### config.mk
export PLATFORM = sky130hd
export DESIGN_NAME = rau_queue
export DESIGN_NICKNAME = d
export VERILOG_FILES = /design/src/rau_pkg.sv /design/src/rau_queue.sv
export SDC_FILE = /design/constraint.sdc
export NUM_CORES = 1
export LEC_CHECK = 0
export BUFFER_PORTS_ARGS = -buffer_cell sky130_fd_sc_hd__buf_2
export CORE_ASPECT_RATIO = 0.9
export CORE_MARGIN = 10
export CORE_UTILIZATION = 49
export DETAILED_ROUTE_END_ITERATION = 10
export GPL_TIMING_DRIVEN = 0
export PLACE_DENSITY_LB_ADDON = 0.08
export SKIP_CTS_REPAIR_TIMING = 1
export SLEW_MARGIN = 20
export SYNTH_ARGS = -nofsm -noshare
export SYNTH_HDL_FRONTEND = slang
export SYNTH_SLANG_ARGS = --single-unit
### constraint.sdc
create_clock -name clk -period 1.5 [get_ports clk]
set_input_delay 0.075 -clock clk [delete_from_list [all_inputs] [get_ports clk]]
set_output_delay 0.075 -clock clk [all_outputs]
set_load 0.02 [all_outputs]
### src/rau_pkg.sv
// Rational arithmetic unit: shared types, codes and constants.
// No dependencies.
package rau_pkg;

  localparam int unsigned WidthDefault = 32;

  typedef enum logic [1:0] {
    CMD_ADD = 2'd0,
    CMD_SUB = 2'd1,
    CMD_MUL = 2'd2,
    CMD_DIV = 2'd3
  } cmd_t;

  typedef enum logic [1:0] {
    ST_OK   = 2'd0,
    ST_ZDEN = 2'd1,
    ST_DIVZ = 2'd2,
    ST_OVF  = 2'd3
  } status_t;

  typedef struct packed {
    logic [1:0]   cmd;
    logic [31:0]  a_num;
    logic [31:0]  a_den;
    logic [31:0]  b_num;
    logic [31:0]  b_den;
  } in_item_t;

  typedef struct packed {
    logic [31:0] res_num;
    logic [30:0] res_den;
    logic [1:0]  status;
  } out_item_t;

  // Back-end state machine
  typedef enum logic [2:0] {
    BS_IDLE,
    BS_GCD,
    BS_DIVN,
    BS_DIVD,
    BS_DONE
  } bstate_t;

endpackage

### src/rau_queue.sv
// Rational arithmetic unit: short queue between front and back ends.
// Depends on rau_pkg.
module rau_queue #(
  parameter int unsigned DW = 8,
  parameter int unsigned DEPTH = 2
) (
  input  logic          clk,
  input  logic          rst_n,
  input  logic          wr_valid,
  output logic          wr_ready,
  input  logic [DW-1:0] wr_data,
  output logic          rd_valid,
  input  logic          rd_ready,
  output logic [DW-1:0] rd_data
);
  import rau_pkg::*;

  localparam int unsigned AW = (DEPTH > 1) ? $clog2(DEPTH) : 1;

  logic [DW-1:0] mem_r [DEPTH];
  logic [AW-1:0] wp_r, rp_r;
  logic [AW:0]   cnt_r;
  logic do_wr, do_rd;

  assign wr_ready = cnt_r != (AW+1)'(DEPTH);
  assign rd_valid = cnt_r != '0;
  assign do_wr = wr_valid && wr_ready;
  assign do_rd = rd_valid && rd_ready;
  assign rd_data = mem_r[rp_r];

  always_ff @(posedge clk) begin
    if (!rst_n) begin
      wp_r <= '0;
      rp_r <= '0;
      cnt_r <= '0;
    end else begin
      if (do_wr) wp_r <= (wp_r == AW'(DEPTH-1)) ? '0 : wp_r + 1'b1;
      if (do_rd) rp_r <= (rp_r == AW'(DEPTH-1)) ? '0 : rp_r + 1'b1;
      cnt_r <= cnt_r + (AW+1)'(do_wr) - (AW+1)'(do_rd);
    end
  end

  always_ff @(posedge clk) begin
    if (do_wr) mem_r[wp_r] <= wr_data;
  end
endmodule

# ---- After elaboration in Yosys (flattened, before gate mapping)
# Memories as Yosys holds them, arrays and structs flattened. A register that Yosys moved wholly into a read port is not among the register bits.
# Index checks and enable logic that the tools add are counted.
dict set report classes {
  n_shift 0
  multipliers 0
  n_reduce_logical 3
  n_addsub 4
  muxes 6
  order_cmp 0
  eq_ne 1
  bitwise_logic 0
  n_div 0
}
# operator count
set op_table {}
lappend op_table {{$mux 1} 6}
lappend op_table {{$add 1x1->1 const B} 2}
lappend op_table {{$add 2x1->2} 1}
lappend op_table {{$logic_and 1x1->1} 2}
lappend op_table {{$ne 2x2->1 const B} 1}
lappend op_table {{$reduce_bool 2->1} 1}
lappend op_table {{$sub 2x1->2} 1}
dict set report word_totals {
  memories 1
  latch_bits 0
  word_cells 18
  mem_bits_ro 0
  register_bits 4
  ram_bits 16
  out_inout_bits 10
  inputBits 12
}
# memory words width read_ports rd_clocked_by_memory_dff wr line
set mem_list {}
lappend mem_list {mem_r 2 8 1 1 1 rau_queue.sv:20} ;# logic [DW-1:0] mem_r [DEPTH];

# ---- Longest topological paths before layout
dict set report depth {
  word_depth 4
  mapped_depth 6
  mapped_depth_nobuf 6
}

# ---- Worst setup path before layout
# No wires, ideal clock.
dict set report synth_path {
  kind {register to register}
  startpoint {register cnt_r[0]}
  endpoint {register cnt_r[0]}
  period_less_slack_ps 1374
  path_buffers 0
  t_arrival_ps 1259
  setup_ps 115
  required_ps 1385
  slack_ps 126
  stages_incl_launch_ff 6
  path_cell_list {dfxtp_1 -> or2_1 -> o21ai_0 -> nor2_1 -> ha_1 -> and2_1}
}
dict set report synth_via {
  word_cells_on_any_way 6
  cone_classes {add/sub: 2; eq/ne: 1; reduce/logical: 3}
}
# element line
set synth_rtl {}
lappend synth_rtl {{from (decl)} rau_queue.sv:22} ;# logic [AW:0] cnt_r;
lappend synth_rtl {{from (signal assigned)} rau_queue.sv:39} ;# cnt_r <= cnt_r + (AW+1)'(do_wr) - (AW+1)'(do_rd);
lappend synth_rtl {{$reduce_bool 2->1} rau_queue.sv:26} ;# assign rd_valid = cnt_r != '0;
lappend synth_rtl {{net rd_valid} rau_queue.sv:12} ;# output logic rd_valid,
lappend synth_rtl {{$logic_and 1x1->1} rau_queue.sv:28} ;# assign do_rd = rd_valid && rd_ready;
lappend synth_rtl {{$sub 2x1->2} rau_queue.sv:39}
# The timed path passes the listed nets, and every way through them passes these cells.
# A chain may end at the register's enable or synchronous reset.

==> impl_metrics.csv <==
group,metric,value,unit
drt,vias_per_cell,4.76,
die,die_y,59.4,µm
worst_setup_path,critical_path_buf_inv_count,2,
drt,drc,0,
worst_setup_path,worst_path_largest_cell_delay,0.36,ns
placement,post-place-cells,99,
worst_setup_path,path_max_fanout,8,
clocking,cts_tree,"yes",
power,cellPowerDensity,1350,mW/mm²
die,start_util,0.514,
global_route,met2_usage,0.128,
cells_and_area,drive_above_1_share,0.437,
timing,worst_pin_slew,0.322,ns
global_route,grt_pass1_wl,2.37,mm
timing,slew_headroom,0.785,
cells_and_area,final_cells,111,
global_route,grt_usage,0.0773,
clocking,cts_max_level,1,
global_route,grt_antenna_before_repair,0,
logic_synthesis,synth_xor_area_frac,0.0104,
logic_synthesis,synth_top_family_by_area,"multiplexers",
drt,first_pass_iters,4,
drt,postRouteAntennaNets,0,
timing,finalClockSkew,0.00297,ns
logic_synthesis,synthAdderAreaFrac,0.0148,
die,die-area,0.00379,mm²
logic_synthesis,syn_avg_cell_area,15.7,µm²
cells_and_area,n_antenna_cell,0,
global_route,grt_most_used_layer,"met2",
placement,dpl.hpwl,1.04,mm
worst_setup_path,required,1.42,ns
clocking,cts-buffers-inserted,3,
logic_synthesis,ys_seq_area_frac,0.686,
worst_setup_path,crit_top_cell,"buf_2",
clocking,clkLatencyLatePin,0.30,ns
logic_synthesis,synth_compound_area_frac,0.0621,
worst_setup_path,r2r_cells,3,
global_route,grt_use_met3,0.0359,
logic_synthesis,synth_cell_types,23,
power,combPwrFrac,0.306,
cells_and_area,final_cell_mix,"buf_2, edfxtp_1, mux2_2, dlygate4sd3_1, dfxtp_1",
power,p_seq_frac,0.513,
timing,fin_crit,1.43,ns
power,switchingPower,452,µW
die,die_w,63.8,µm
worst_setup_path,crit_chain,"buf_2, mux2_2, buf_2",
power,swShare,0.308,
logic_synthesis,syn_area,846,µm²
cells_and_area,n_fill_cell,139,
timing,post-route-period-util,0.955,
die,rows,14,
clocking,clockBufferDepth,2,
worst_setup_path,worst_ep_arrival_time,1.36,ns
timing,setup-tns-final,0,ns
logic_synthesis,syn_inst,54,
drt,wl_per_cell,13.4,µm
worst_setup_path,path_delay_family,"buffers and inverters",
worst_setup_path,rrSetupSlack,0.14,ns
status,status,"finished clean",
worst_setup_path,startpoint_type,"flop",
placement,place.port_buffers,21,
placement,gp_congestion,0.708,
timing,setup_viol,0,
logic_synthesis,synthMuxAreaShare,0.118,
logic_synthesis,yosysWarnings,0,
logic_synthesis,yosys.area_share.simple,0.0976,
power,power_leakage,0.426,nW
min_path,min_path_cells,2,
worst_setup_path,setup.worst_path.class,"reg2out",
logic_synthesis,ys_ff_latch,21,
drt,wirelength,1.49,mm
cells_and_area,syn2layout_area_growth,28.7,%
timing,fmax,698,MHz
logic_synthesis,synth_nets,67,
min_path,holdCritPathClass,"in2reg",
die,ios,22,
flow_run,cap_violations,0,
timing,rsz0062_at_grt,"no",
clocking,clkSinkCount,21,
global_route,grt_pass1_vias,536,
timing,hold_viol_final,0,
power,ir_drop,749,µV
cells_and_area,layout.nets,101,
worst_setup_path,crit_cells,3,
drt,vias,528,
worst_setup_path,end_kind,"output port",
die,core_area,0.00165,mm²
timing,drv_slew,0,
power,clkPwrFrac,0.181,
worst_setup_path,cp_slowest_cell,"mux2_2",
clocking,root_buffer,"clkbuf_4",
global_route,grt_max_degree,13,
drt,drtIter0Drc,14,
global_route,overflow,0,
cells_and_area,layout_commonest_cell,"buf_2",
power,power.internal,1.02,mW
clocking,clkSlewWorstSetupHoldPaths,0.11,ns
global_route,grt_use_met1,0.0857,
-- cell families (layout without fill, tap and decap cells) --
group / after synthesis / in the layout
compound gates: 6 / 6
xor+xnor: 1 / 1
fa+ha+maj: 1 / 1
buf+inv: 2 / 35
flops: 21 / 21
mux: 9 / 9
simple gates: 14 / 14
-- power groups by stage --
stage / Clock (mW) / Combinational, mW / Sequential [mW]
2_1_floorplan: 0 / 0.317 / 0.756
3_3_place_gp: 0 / 0.433 / 0.762
3_5_place_dp: 0 / 0.436 / 0.766
4_1_cts: 0.276 / 0.439 / 0.753
5_1_grt: 0.287 / 0.498 / 0.766
6_report: 0.265 / 0.449 / 0.753
-- Yosys cell counts --
| master | count | share of area |
|---|---|---|
| buf_2 | 1 | 0.0059 |
| nand3_1 | 2 | 0.012 |
| and3_2 | 1 | 0.0089 |
| mux2_2 | 8 | 0.11 |
| o21ai_0 | 1 | 0.0059 |
| o311ai_2 | 1 | 0.019 |
| inv_1 | 1 | 0.0044 |
| or2_1 | 1 | 0.0074 |
| ha_1 | 1 | 0.015 |
| nand3b_1 | 1 | 0.0089 |
| nand2b_1 | 2 | 0.015 |
| nand2b_2 | 1 | 0.010 |
| dfxtp_1 | 5 | 0.12 |
| a21boi_2 | 1 | 0.013 |
| and2_1 | 3 | 0.022 |
| nor2_1 | 1 | 0.0044 |
| a21bo_1 | 1 | 0.012 |
| a21oi_1 | 1 | 0.0059 |
| nand2_1 | 2 | 0.0089 |
| o21ai_1 | 1 | 0.0059 |
| xnor2_1 | 1 | 0.010 |
| mux2i_1 | 1 | 0.012 |
| edfxtp_1 | 16 | 0.57 |
-- metrics by stage --
stage / instance area [µm²] / total power [mW] / worst slack, ns / hold slack, ns / util
4_1_cts: 1010 / 1.47 / 0.0475 / -0.0545 / 0.612
3_5_place_dp: 981 / 1.20 / 0.149 / 0.268 / 0.596
5_1_grt: 1090 / 1.55 / 0.00364 / 0.0648 / 0.661
3_3_place_gp: 981 / 1.19 / 0.178 / 0.263 / 0.596
2_1_floorplan: 846 / 1.07 / 0.126 / 0.174 / -
6_report: 1090 / 1.47 / 0.0672 / 0.0520 / 0.661
-- final cells by class --
type | instances | area (µm²) | area share
Inverter | 1 | 3.75 | 0.00345
Clock inverter | 1 | 5.00 | 0.00460
Timing Repair Buffer | 29 | 185 | 0.170
Sequential cell | 21 | 581 | 0.533
Tap cell | 24 | 30.0 | 0.0276
Buffer | 1 | 5.00 | 0.00460
Clock buffer | 3 | 22.5 | 0.0207
Multi-Input combinational cell | 31 | 256 | 0.236
-- state kept, by name (all words and copies together) (netlist names), named ones only --
signal	count
cnt_r	2
mem_r	16
rp_r	1
wp_r	1
-- worst reg2reg max path, cell delays in order (launching register included) --
cell and delay [ns]:
dfxtp_1 0.44, nand2b_2 0.20, nand3b_1 0.12, inv_1 0.28
-- routing by layer --
layer | vias up | part of all wire
met2 | 14 | 0.50
li1 | 265 | -
met3 | 2 | 0.076
met5 | - | 0
met4 | 0 | 0.0081
met1 | 247 | 0.41
-- worst paths after layout --
path,start,to
setup / recovery,flop,rd_data[2]
hold / removal,rst_n,cnt_r[0]
setup reg to reg,cnt_r[0],mem_r[0][4]
hold reg to reg,wp_r,wp_r
Power figures use the tool's default switching activity.
