==> src/rau_pkg.sv <==
// Rational arithmetic unit: shared types, codes and constants.
// No dependencies.
package rau_pkg;

  localparam int unsigned WidthDefault = 32;

  typedef enum logic [1:0] {
    CMD_ADD = 2'd0,
    CMD_SUB = 2'd1,
    CMD_MUL = 2'd2,
    CMD_DIV = 2'd3
  } cmd_t;

  typedef enum logic [1:0] {
    ST_OK   = 2'd0,
    ST_ZDEN = 2'd1,
    ST_DIVZ = 2'd2,
    ST_OVF  = 2'd3
  } status_t;

  typedef struct packed {
    logic [1:0]   cmd;
    logic [31:0]  a_num;
    logic [31:0]  a_den;
    logic [31:0]  b_num;
    logic [31:0]  b_den;
  } in_item_t;

  typedef struct packed {
    logic [31:0] res_num;
    logic [30:0] res_den;
    logic [1:0]  status;
  } out_item_t;

  // Back-end state machine
  typedef enum logic [2:0] {
    BS_IDLE,
    BS_GCD,
    BS_DIVN,
    BS_DIVD,
    BS_DONE
  } bstate_t;

endpackage

==> src/rau_back.sv <==
// Rational arithmetic unit back end: binary GCD and two restoring divisions.
// Depends on rau_pkg.
module rau_back #(
  parameter int unsigned WIDTH = rau_pkg::WidthDefault
) (
  input  logic                clk,
  input  logic                rst_n,
  input  logic                q_valid,
  output logic                q_ready,
  input  logic                q_neg,
  input  logic [WIDTH-1:0]    q_mn,
  input  logic [WIDTH-1:0]    q_md,
  input  logic [1:0]          q_status,
  output logic                out_empty,
  input  logic                out_pop,
  output rau_pkg::out_item_t  out_item
);
  import rau_pkg::*;

  localparam int unsigned CW = $clog2(WIDTH + 1);

  bstate_t state_r, state_nxt;
  logic             neg_r;
  logic [1:0]       st_r;
  logic [WIDTH-1:0] mn_r, md_r, x_r, y_r, g_r;
  logic [CW-1:0]    sh_r, cnt_r;
  logic [WIDTH-1:0] quo_r, rem_r, qn_r;
  out_item_t        res_r;
  logic             full_r;

  assign q_ready = state_r == BS_IDLE;
  assign out_empty = !full_r;
  assign out_item = res_r;

  // binary GCD step
  logic gcd_end;
  assign gcd_end = (x_r == '0) || (y_r == '0);

  // restoring division step: dividend shifted in from quo_r
  logic [WIDTH:0] trial;
  assign trial = {rem_r, quo_r[WIDTH-1]} - {1'b0, g_r};

  // next state
  always_comb begin
    state_nxt = state_r;
    unique case (state_r)
      BS_IDLE: if (q_valid) state_nxt = (q_status == ST_OK) ? BS_GCD : BS_DONE;
      BS_GCD:  if (gcd_end) state_nxt = BS_DIVN;
      BS_DIVN: if (cnt_r == CW'(WIDTH - 1)) state_nxt = BS_DIVD;
      BS_DIVD: if (cnt_r == CW'(WIDTH - 1)) state_nxt = BS_DONE;
      BS_DONE: if (!full_r) state_nxt = BS_IDLE;
      default: state_nxt = BS_IDLE;
    endcase
  end

  always_ff @(posedge clk) begin
    if (!rst_n) begin
      state_r <= BS_IDLE;
      full_r  <= 1'b0;
    end else begin
      state_r <= state_nxt;
      if (state_r == BS_DONE && !full_r) full_r <= 1'b1;
      else if (out_pop && full_r) full_r <= 1'b0;
    end
  end

  // datapath
  logic [WIDTH-1:0] gfull, rn;
  logic big;
  always_comb begin
    gfull = (x_r | y_r) << sh_r;
    if (gfull == '0) gfull = WIDTH'(1);
    rn = neg_r ? -qn_r : qn_r;
    big = (quo_r > WIDTH'(32'h7FFF_FFFF)) ||
          (qn_r > (neg_r ? WIDTH'(33'h8000_0000) : WIDTH'(32'h7FFF_FFFF)));
    if (WIDTH <= 32) big = 1'b0;
  end

  always_ff @(posedge clk) begin
    unique case (state_r) inside
      BS_IDLE: begin
        neg_r <= q_neg;
        st_r  <= q_status;
        mn_r  <= q_mn;
        md_r  <= q_md;
        x_r   <= q_mn;
        y_r   <= q_md;
        sh_r  <= '0;
      end
      BS_GCD: begin
        if (gcd_end) begin
          g_r   <= gfull;
          cnt_r <= '0;
          quo_r <= mn_r;
          rem_r <= '0;
        end else if (!x_r[0] && !y_r[0]) begin
          x_r <= x_r >> 1; y_r <= y_r >> 1; sh_r <= sh_r + 1'b1;
        end else if (!x_r[0]) x_r <= x_r >> 1;
        else if (!y_r[0]) y_r <= y_r >> 1;
        else if (x_r >= y_r) x_r <= (x_r - y_r) >> 1;
        else y_r <= (y_r - x_r) >> 1;
      end
      BS_DIVN, BS_DIVD: begin
        if (state_r == BS_DIVN && cnt_r == CW'(WIDTH - 1)) begin
          // numerator finished: keep its quotient, start on the denominator
          cnt_r <= '0;
          qn_r  <= {quo_r[WIDTH-2:0], !trial[WIDTH]};
          quo_r <= md_r;
          rem_r <= '0;
        end else begin
          if (!trial[WIDTH]) rem_r <= trial[WIDTH-1:0];
          else rem_r <= {rem_r[WIDTH-2:0], quo_r[WIDTH-1]};
          quo_r <= {quo_r[WIDTH-2:0], !trial[WIDTH]};
          cnt_r <= (cnt_r == CW'(WIDTH - 1)) ? '0 : cnt_r + 1'b1;
        end
      end
      BS_DONE: begin
        if (!full_r) begin
          if (st_r != ST_OK || big) begin
            res_r.res_num <= '0;
            res_r.res_den <= '0;
            res_r.status  <= (st_r != ST_OK) ? st_r : ST_OVF;
          end else begin
            res_r.res_num <= 32'(signed'(rn));
            res_r.res_den <= 31'(quo_r);
            res_r.status  <= ST_OK;
          end
        end
      end
      default: ;
    endcase
  end
endmodule

==> config.mk <==
export PLATFORM = sky130hd
export DESIGN_NAME = rau_back
export DESIGN_NICKNAME = d
export VERILOG_FILES = /design/src/rau_pkg.sv /design/src/rau_back.sv
export SDC_FILE = /design/constraint.sdc
export NUM_CORES = 1
export LEC_CHECK = 0
export BUFFER_PORTS_ARGS = -buffer_cell sky130_fd_sc_hd__buf_2
export CORE_AREA = 10 10 196 198
export CTS_CLUSTER_SIZE = 16
export DETAILED_ROUTE_END_ITERATION = 16
export DIE_AREA = 0 0 206 208
export HOLD_SLACK_MARGIN = 0.1
export PLACE_DENSITY = 0.79
export SETUP_SLACK_MARGIN = 0.4
export SLEW_MARGIN = 25
export SYNTH_ARGS = -nofsm -noshare
export SYNTH_HDL_FRONTEND = slang
export SYNTH_SLANG_ARGS = --single-unit
==> constraint.sdc <==
create_clock -name clk -period 11.1 [get_ports clk]
set_clock_uncertainty 0.15 [all_clocks]
set_input_delay 0 -clock clk [delete_from_list [all_inputs] [get_ports clk]]
set_output_delay 0 -clock clk [all_outputs]
set_load 0.05 [all_outputs]
After elaboration in Yosys (flattened, before gate mapping)

Index checks and enable logic that the tools add are counted.

Add/subtract/negate cells: 6
Order comparisons: 1
Eq/ne operators: 16
Shift-type cells: 1
Muxes and demuxes: 36
Bitwise operators: 2
Reduce and logical (&&, ||, !) cells: 29

Operators with widths:

| kind                                                | count |
|---|---|
| 2-to-1 mux 32 bit                                   | 16 |
| case mux 32 bit (2 select lines)                    | 4 |
| logical NOT 32 bit                                  | 3 |
| subtractor 32 bit                                   | 2 |
| subtractor 33 x 32 -> 33 bit                        | 1 |
| greater-or-equal comparator 32 bit                  | 1 |
| negator 32 bit                                      | 1 |
| bitwise OR 32 bit                                   | 1 |
| << shifter 32 x 6 -> 32 bit                         | 1 |
| 2-to-1 mux 6 bit                                    | 5 |
| case mux 6 bit (2 select lines)                     | 2 |
| 2-to-1 mux 3 bit                                    | 6 |
| case mux 3 bit (5 select lines)                     | 1 |
| adder 6 x 1 -> 6 bit, second input constant         | 2 |
| != test 2 bit, second input constant                | 6 |
| AND reduction 2 bit                                 | 5 |
| AND reduction 4 bit                                 | 2 |
| nonzero test 2 bit                                  | 4 |
| equality test 3 x 2 -> 1 bit, second input constant | 2 |
| equality test 6 x 5 -> 1 bit, second input constant | 1 |
| AND reduction 3 bit                                 | 2 |
| AND reduction 5 bit                                 | 1 |
| logical AND 1 bit                                   | 4 |
| logical NOT 1 bit                                   | 4 |
| other kinds (13)                                    | 14 |

Register bits after elaboration: 340
Input port bits: 71
Output and inout port bits: 67
Logic and storage cells: 110

Longest topological paths before layout

Depth in word-level cells: 7
Gate-level depth with buffers: 14
Mapped depth without buffers: 13

Worst setup path before layout

Ideal clock, no wire load.

Path type: register to register
Start: register state_r[1]
End: register y_r[10], enable pin
Library setup time: 0.393 ns
Arrival time: 7.820 ns
Data required time: 10.557 ns
Setup slack: 2.737 ns
Cell stages (with the launch flop): 6
Buffers on the path: 1
Clock period less this slack: 8.363 ns
Path through: dfxtp_1 > clkbuf_1 > nor3_1 > o21bai_1 > o31a_1 > o31a_1

Word-level cells in the longest chain between the ends: 3
Elaborated cells between the ends (all ways): 7
Classes of those cells: eq/ne (4); reduce/logical (3)

Ends and longest elaborated chain:

| what                                 | line           | text |
|---|---|---|
| from (decl)                          | rau_back.sv:22 | `bstate_t state_r, state_nxt;` |
| from (signal assigned)               | rau_back.sv:61 | `state_r <= state_nxt;` |
| logical NOT 3 bit                    | -              |  |
| named net q_ready                    | rau_back.sv:9  | `output logic q_ready,` |
| nonzero test 2 bit (no source line)  | -              |  |
| AND reduction 4 bit (no source line) | -              |  |
| to (signal assigned)                 | rau_back.sv:87 | `y_r <= q_md;` |
| to (signal assigned)                 | rau_back.sv:97 | `x_r <= x_r >> 1; y_r <= y_r >> 1; sh_r <= sh_r + 1'b1;` |
| to (signal assigned)                 | rau_back.sv:99 | `else if (!y_r[0]) y_r <= y_r >> 1;` |
| to (decl)                            | rau_back.sv:25 | `logic [WIDTH-1:0] mn_r, md_r, x_r, y_r, g_r;` |

The timed path passes the listed nets, and every way through them passes these cells.
A chain may end at the register's enable or synchronous reset.

Worst setup path in the final report

Start: register x_r[0]
End: register y_r[28], enable pin

Word-level cells in the longest chain between the ends: 4
Elaborated cells between the ends (all ways): 9
Classes of those cells: order compare (1); eq/ne (3); reduce/logical (5)

Ends and longest elaborated chain:

| what                                                                       | line           | text |
|---|---|---|
| from (decl)                                                                | rau_back.sv:25 |  |
| from (signal assigned)                                                     | rau_back.sv:86 | `x_r <= q_mn;` |
| from (signal assigned)                                                     | rau_back.sv:97 |  |
| from (signal assigned)                                                     | rau_back.sv:98 | `end else if (!x_r[0]) x_r <= x_r >> 1;` |
| branches (longest 3 deep; another with greater-or-equal comparator 32 bit) | -              |  |
| AND reduction 4 bit (no source line) (*)                                   | -              |  |

Every way passes the cells marked *.

==> summary.txt <==
Critical path
  • Reg2Reg Capture Point: y_r[28]
  • Origin of the worst setup path: x_r[0]
  • Depth of the worst register-to-register path: 13
  • Required arrival time at the worst endpoint: 11.17 ns
  • Slack of the worst reg-to-reg path: 6.10 ns
  • CP Max Fanout: 18
  • Worst EP arrival: 5.07 ns
  • CP Capture Type: flop
  • R2R Path Start: x_r[0]
  • CP startpoint kind: flop
  • WS Path Type: reg -> reg

Power
  • VDD IR max: 0.123 mV
  • Total power per unit cell area: 155 mW/mm^2
  • Leak pwr: 0.0101 uW

Logic synthesis
  • Sequential share of the synthesized area: 46.7%
  • Number of synthesized flops with an enable pin: 336
  • FFs w/ async S/R, synth: 0%
  • Gate Count Post-Synth: 2157
  • FF+latch count, synth: 340
  • Nets in the synthesized netlist: 2362
  • Number of distinct library cell variants in the gate-level netlist after synthesis: 85
  • Main synth FF type: sky130_fd_sc_hd__edfxtp_1
  • Per-instance average area after synthesis: 10.1 sq um
  • Syn. warnings: 0
  • Synthesized area: 0.0218 sq mm

Floorplan
  • Die Outline Area: 0.0428 sq mm
  • Effective utilization at floorplan: 63.3%
  • Chip Height: 208 microns
  • Row Count: 68
  • Area of the core: 0.0344 sq mm
  • Die X-Extent: 206 microns
  • Top-level I/O count: 138

Placement
  • Detail Placement HPWL: 47900 microns
  • Post-placement setup slack: 6.28 ns
  • Weighted congestion reported at the end of routability-driven placement: 1.10
  • Count of buffers inserted at the top-level ports: 137

Timing
  • Final setup margin: 6.10 ns
  • Final hold violations: 0
  • F_max: 200 MHz
  • RSZ-0062 raised after global routing: no
  • Max-slew violation count: 0
  • Actual slew at the worst max-slew pin: 0.995 ns
  • Total setup violations reported at the end of the flow: 0
  • Final hold slack: 0.115 ns
  • Period utilisation layout: 45.1%
  • Minimum clock period: 5.00 ns
  • Worst slew margin: 33.7%
  • Setup total negative slack: 0 ns

Routing
  • DRC: 0
  • Detail Route met2 WL: 29700 microns
  • Final WL: 68200 microns
  • Highest metal used: met4
  • Number of detailed-route iterations in the first pass: 9
  • Average via count per standard cell: 6.47
  • Wire length per cell after detailed routing: 23.9 microns
  • Sum of met3 wire segment lengths after detailed routing: 7920 microns
  • Number of routed nets with antenna violations: 0
  • DRC marker count from the first detailed-route iteration: 2588
  • Routed length on met1: 26300 microns
  • Total vias in the final route: 18500

CTS
  • Count of hold buffers inserted by post-cts repair: 119
  • Clock transition at the registers of the reported paths: 0.06 ns
  • Clock tree from TritonCTS: built
  • Number of buffers on the longest clock path: 3
  • Number of sinks driven by the clock tree: 340
  • Setup bufs post-CTS: 0
  • Clock latency on the worst-skew pair: 0.56 ns
  • Number of instances resized during post-cts repair: 0
  • Clock root cell: sky130_fd_sc_hd__clkbuf_16
  • Clock buffer count from CTS: 37
  • CTS H-Tree Depth: 2

Global routing
  • Global route overflow: 0
  • Global Route Usage Sum: 31.0%
  • Number of antenna violations at the first check in global routing: 4
  • Vias in the first global route: 17600
  • Global-route wire length before repair: 104000 microns
  • Maximum number of pins on one net before global-route repair: 88

Final layout
  • Final layout net count: 2571
  • Share of cells above drive strength 1: 11.8%
  • Area of combinational cells with multiple inputs: 0.0106 sq mm
  • Area Overhead vs Synth: 15.6%
  • Number of filler cells placed in the layout: 2335
  • Leading cell types in the layout, fill and taps excluded: sky130_fd_sc_hd__edfxtp_1, sky130_fd_sc_hd__nor2_1, sky130_fd_sc_hd__a21oi_1
  • Most common library cell in the layout ignoring fill and taps: sky130_fd_sc_hd__edfxtp_1
  • Sequential cell area: 0.0102 sq mm

Min path
  • Hold Path Depth: 2
  • Terminating pin of the worst hold path: mn_r[23]
  • Class of the worst hold path: in -> reg
  • Startpoint of the tightest hold check path: q_mn[23]

Job
  • Maximum Capacitance Violations: 0

Run status
  • Outcome: completed
-- routing by layer --
layer	vias up	global-route usage, %
met5	-	0
met4	0	16.9
met3	234	7.12
met2	1210	45.7
met1	8731	41.5
li1	8280	-
-- layout make-up --
cell class,count,share of cell area [%]
multi-input cells,1558,42.2
flip-flops and latches,340,40.4
clock buffers,46,3.94
clock inverters,19,0.666
well taps,455,2.26
diodes,6,0.0597
repair buffers,278,8.16
inverters,151,2.25
-- cells by family after synthesis --
| logic type | Yosys count | synth area share [%] |
|---|---|---|
| and+or+nand+nor | 650 | 14.0 |
| AOI/OAI and AO/OA | 556 | 16.2 |
| DFF | 340 | 46.7 |
| buffers and inverters | 259 | 4.75 |
| adders and majority gates | 134 | 7.80 |
| xor gates and xnor gates | 115 | 4.66 |
| muxes | 103 | 5.88 |
-- registers in the layout, summed over array words and instances (netlist names) --
signal    count
qn_r         32
st_r          2
full_r        1
cnt_r         6
state_r       3
md_r         32
sh_r          6
out_item     65
mn_r         32
rem_r        32
neg_r         1
quo_r        32
g_r          32
y_r          32
x_r          32
-- cell usage after synthesis, drive strengths merged, types with 4 or more instances --
cell    instances  area, sq um
o31a           13          114
and3           15         93.8
dfxtp           4         80.1
nand4          11         68.8
a21boi          5         37.5
nand3          38          195
nor4           36          225
mux4           19          428
o211ai         10         75.1
nand2b         14         87.6
a221oi         32          304
nor2          253          955
o31ai          21          163
nor3           32          165
edfxtp        336        10100
nor2b          21          131
o22ai           9         56.3
mux2i          75          751
a21o           25          188
or3            15          104
o21a           11         82.6
xnor2          69          612
a22oi           9         67.6
o22a            5         43.8
o41ai           4         42.6
xor2           46          403
clkbuf         84          315
nand2         146          556
o21ai         134          674
ha            131         1640
a21oi         183          931
a211oi         23          185
mux2            9          101
or4             5         41.3
or2             8         50.1
inv           145          544
o21bai         30          225
a31oi          18          113
clkinv          6         22.5
buf            24          153
and2           44          275
-- power breakdown --
part           leakage [uW]  switching, uW  internal [uW]  total (uW)
Clock              0.000558            536            667        1200
Sequential          0.00321           63.7           1500        1560
Combinational       0.00629            736            386        1120
-- worst max path at each step --
stage	to	depth (start not counted)	slack, ns
2_1_floorplan	y_r[10]	5	2.74
3_3_place_gp	y_r[31]	13	6.42
3_5_place_dp	y_r[31]	13	6.28
4_1_cts	y_r[31]	13	6.23
5_1_grt	y_r[28]	13	5.96
6_report	y_r[28]	13	6.10
-- worst max-delay path, stage by stage (launching register included) --
cell and delay [ns]:
sky130_fd_sc_hd__edfxtp_1 0.54, sky130_fd_sc_hd__inv_1 0.16, sky130_fd_sc_hd__ha_1 0.21, sky130_fd_sc_hd__fa_1 0.26
sky130_fd_sc_hd__o21bai_1 0.10, sky130_fd_sc_hd__a21oi_1 0.34, sky130_fd_sc_hd__o211ai_1 0.24, sky130_fd_sc_hd__a311oi_2 0.34
sky130_fd_sc_hd__o211ai_1 0.23, sky130_fd_sc_hd__a221oi_2 0.39, sky130_fd_sc_hd__o21ai_2 0.16, sky130_fd_sc_hd__a21oi_4 0.50
sky130_fd_sc_hd__o31a_1 0.62, sky130_fd_sc_hd__buf_4 0.41
-- metrics by stage --
step	power, uW	cells	cell area (sq um)	util [%]
finish	3890	2853	25200	73.2
global route	4010	2851	25200	73.2
CTS	3820	2847	25100	73.1
detailed placement	2610	2663	22800	66.3
global placement	2600	2662	22800	66.2
floorplan	2300	2157	21800	-
Power figures use the tool's default switching activity.
